--- config.mk ---
export PLATFORM = sky130hd
export DESIGN_NAME = sas_ram
export DESIGN_NICKNAME = d
export VERILOG_FILES = /design/src/rtl/sas_pkg.sv /design/src/rtl/sas_ram.sv
export SDC_FILE = /design/constraint.sdc
export NUM_CORES = 1
export LEC_CHECK = 0
export ABC_AREA = 1
export CAP_MARGIN = 20
export CORE_MARGIN = 2
export CORE_UTILIZATION = 35
export CTS_BUF_LIST = sky130_fd_sc_hd__clkbuf_2
export CTS_CLUSTER_SIZE = 20
export DETAILED_ROUTE_END_ITERATION = 8
export DONT_BUFFER_PORTS = 1
export PLACE_DENSITY = 0.55
export SYNTH_ARGS = -nofsm -noshare
export SYNTH_HDL_FRONTEND = slang
export SYNTH_SLANG_ARGS = --single-unit
--- constraint.sdc ---
create_clock -name clk -period 1.9 [get_ports clk]
set_input_delay 0.095 -clock clk [delete_from_list [all_inputs] [get_ports clk]]
set_output_delay 0.095 -clock clk [all_outputs]
set_load 0.005 [all_outputs]
--- src/rtl/sas_pkg.sv ---
`default_nettype none
package sas_pkg;

  localparam int WORD_W = 32;
  localparam int KIND_W = 2;
  localparam int INDEX_W = 4;
  localparam int SNAP_ID_W = 5;
  localparam int TAKEN_ID_W = 4;
  localparam int LEN_W = 5;

  localparam int ARRAY_LENGTH_DEF = 16;
  localparam int MAX_SNAPSHOTS_DEF = 16;

  localparam logic [LEN_W-1:0] LEN_RESET = 5'd16;

  localparam logic [KIND_W-1:0] KIND_SET = 2'd0;
  localparam logic [KIND_W-1:0] KIND_SNAP = 2'd1;
  localparam logic [KIND_W-1:0] KIND_GET = 2'd2;

endpackage
`default_nettype wire

--- src/rtl/sas_ram.sv ---
`default_nettype none
module sas_ram
  import sas_pkg::*;
#(
  parameter int DEPTH = 16,
  parameter int AW = 4
) (
  input  wire logic              clk,
  input  wire logic              wr_en,
  input  wire logic [AW-1:0]     wr_addr,
  input  wire logic [WORD_W-1:0] wr_data,
  input  wire logic              rd_en,
  input  wire logic [AW-1:0]     rd_addr,
  output logic      [WORD_W-1:0] rd_data
);

  logic [WORD_W-1:0] mem [DEPTH];
  logic [WORD_W-1:0] rd_data_r;

  always_ff @(posedge clk) begin
    if (wr_en) begin
      mem[wr_addr] <= wr_data;
    end
    if (rd_en) begin
      rd_data_r <= mem[rd_addr];
    end
  end

  assign rd_data = rd_data_r;

endmodule
`default_nettype wire

## Word-level counts from Yosys, hierarchy flattened

Memories as Yosys holds them, arrays and structs flattened. A register that Yosys moved wholly into a read port is not among the register bits.
Cells that the tools add are included.

- Flip-flop bits (word level): 0
- RAM bits: 512
- Input port bits: 43
- Output and inout port bits: 32
- Logic and storage cells: 3
- Memories kept: 1

Memories:

| name | words | bits a word | rd ports | clocked after Yosys merged registers in | wr ports | line | text |
|---|---|---|---|---|---|---|---|
| mem | 16 | 32 | 1 | 1 | 1 | sas_ram.sv:17 | `logic [WORD_W-1:0] mem [DEPTH];` |

- Multiplexer cells: 2

Operators by type and width:

| cell | count |
|---|---|
| 2-to-1 mux 1 bit | 2 |

## Depth between registers and ports, before layout

- Depth in word-level cells: 2
- Gate-level depth with buffers: 10
- Mapped depth without buffers: 7

## Worst setup path after synthesis

Ideal clock, no wire load.

- Path type: input -> register
- Start point: input wr_addr[2]
- End point: memory mem[10][0], enable pin
- Library setup time: 0.421 ns
- Arrival: 1.667 ns
- Setup slack: -0.188 ns
- Stages: 2
- Cells stage by stage: nand3b_1 > nor2_1

RTL lines:

| item | line | text |
|---|---|---|
| start: declaration | sas_ram.sv:10 | `input wire logic [AW-1:0] wr_addr,` |
| end: declaration | sas_ram.sv:17 |  |

No word-level cell before the write port.

## Final worst setup path

- Start point: register rd_data_r[25], in the netlist rd_data[25], read port of mem
- End point: output rd_data[25]

RTL lines:

| item | line | text |
|---|---|---|
| start: declaration | sas_ram.sv:18 | `logic [WORD_W-1:0] rd_data_r;` |
| end: declaration | sas_ram.sv:14 | `output logic [WORD_W-1:0] rd_data` |

No word-level cell between the ends.

==> reports/results.ini <==
[grt]
antenna_found_initial=2
grt_pass1_vias=17200
grt_max_degree=258
grt_usage_pct=18.4
grt_pass1_wl_mm=94.6
grt_overflow=0

[timing]
rsz0062_at_grt=yes
clock_skew_ns=0.0901
slew_viol_final=0
period_share_pct=99.2
worst_pin_slew_ns=0.906
worst_slack_ns=0.0147
period_needed_ns=1.89
max-slew-margin-rel_pct=39.6
hold_viol=9
final-setup-viol-count=0
holdWs_ns=-0.216
fmax_mhz=530

[yosys]
synth_fp_nets=2163
synthesis.area_sq_um=23100
ys_seq_area_share_pct=70.9
ys_warn_count=0
syn_area_per_cell_sq_um=10.9
syn_inst=2120
synth_cell_types=14
ys_ff_latch=544

[drt]
wire_per_inst_um=17.2
vias=16400
viasPerCell=4.69
totalWireLength_mm=60.4
drtIter0Drc=1131
first_pass_iters=6
drc_errors=0
ant_nets=0

[final_layout]
fillers=6040
finish.utilization_pct=44.3
drive_above_1_share_pct=11.0
synthToLayoutAreaGrowth_pct=26.0
layout.nets=2589

[worst_hold_path]
hold_path.class=input port to flop

[placed_design]
place_hpwl_mm=28.4
post-place-ws_ns=0.528
place_congestion=0.735
io_buffers=0

[clock_network]
cts-root-buf=clkbuf_2
cts_resized=0
cts_buffers=145
clkLatencyLatePin_ns=1.33
cts_tree=yes
cts.clk_slew.worst_paths_ns=0.10
cts_hold_buf=345
cts.sinks=544
cts_max_level=4
clockBufferDepth=3

[power_and_ir_drop]
p_int_mw=18.0
ir_worst_vdd_mv=0.491
p_seq_share_pct=56.9
comb_power_share_pct=7.7
powerDensity_nw_per_um2=823
total_power_mw=23.9
p_switching_mw=5.91
swShare_pct=24.7
clockPowerShare_pct=35.5
leakagePower_nw=11.9

[run_status]
status=finished, violations left
violations=hold timing

[critical_path]
r2r_slack_ns=0.17
critPathCaptureType=output pin
critical_path_required_ns=1.80
path_class=flop to output pin
crit_fanout=1
startpoint_type=flop
crit_arrival_ns=1.79

[floorplan]
die_x_um=261
coreArea_sq_um=65500
die_area_sq_um=67900
fp-row-count=94
start_util_pct=35.2
io_pins=75
die_h_um=261

[job]
maxCapViolCount=0

==> routing by layer <==
layer  routed length (um)  vias to the layer above  track usage, %
li1                     -                     7794               -
met1                26100                     8015            22.9
met2                29700                      489            31.2
met3                 3250                      125            4.10
met4                 1360                        2            6.90
met5                   11                        -               0
==> cells in the final DEF (no fill, tap or decap), types with 13 or more instances in the layout <==
cell,instances
clkinv_1,13
nand2_1,677
nor2_4,16
buf_4,16
buf_12,23
edfxtp_1,544
dlygate4sd3_1,338
inv_1,386
nand3_1,385
clkbuf_2,212
==> worst paths after layout <==
kind | depth (start not counted) | startpoint | endpoint
worst max-delay path | 0 | rd_data[25] | rd_data[25]
worst min-delay path | 6 | rd_addr[0] | rd_data[11]
worst max register to register | 7 | mem[5][27] | rd_data[27]
worst min register to register | 6 | mem[10][31] | rd_data[31]
==> power by group through the flow <==
stage | sequential [mW] | clock [mW] | combinational [mW]
floorplan | 13.8 | 0 | 0.918
global placement | 13.9 | 0 | 1.07
detailed placement | 13.9 | 0 | 1.07
CTS | 13.6 | 8.75 | 1.83
global route | 13.6 | 9.31 | 2.03
finish | 13.6 | 8.48 | 1.83
==> stage by stage <==
step           area (sq um)  std cells  hold WS [ns]  TNS, ns
6_report              29000       3504        -0.216        0
5_1_grt               29000       3501        -0.302    -1.72
4_1_cts               29000       3500        -0.403    -2.98
3_5_place_dp          24100       2918         0.195        0
3_3_place_gp          24100       2918         0.195        0
2_1_floorplan         23100       2120         0.194   -59.95
==> sequential cells by signal, summed over array words and instances, names as in the netlist <==
signal and flops:
mem 512, rd_data 32
==> layout make-up <==
class	instances	area, sq um	area share, %
inverters	390	1470	5.07
clock buffers	212	1060	3.65
clock inverters	25	259	0.892
repair buffers	384	4160	14.3
well taps	864	1080	3.72
diodes	4	10.0	0.0345
flip-flops and latches	544	16300	56.2
multi-input cells	1081	4670	16.1
==> synth_stat cells <==
cell	number	area, sq um
nor2_1	17	63.8
nand3b_1	2	15.0
nand2_1	677	2540
buf_12	1	20.0
inv_4	1	6.26
inv_1	388	1460
edfxtp_1	544	16300
inv_2	1	3.75
buf_1	14	52.6
buf_2	41	205
clkbuf_1	14	52.6
buf_6	29	327
nand3_1	385	1930
buf_4	6	45.0
==> cell families after synthesis <==
family	Yosys count	synth area share, %
flops	544	70.9
buf+inv	495	9.41
simple gates	1081	19.7
==> repair_timing <==
item / CTS / global route
endpoints found under the setup margin: 32 / 27
pin swaps: 0 / 0
hold endpoints to repair: 1088 / 32
buffers inserted: 0 / 0
(Power assumes the default switching activity.)
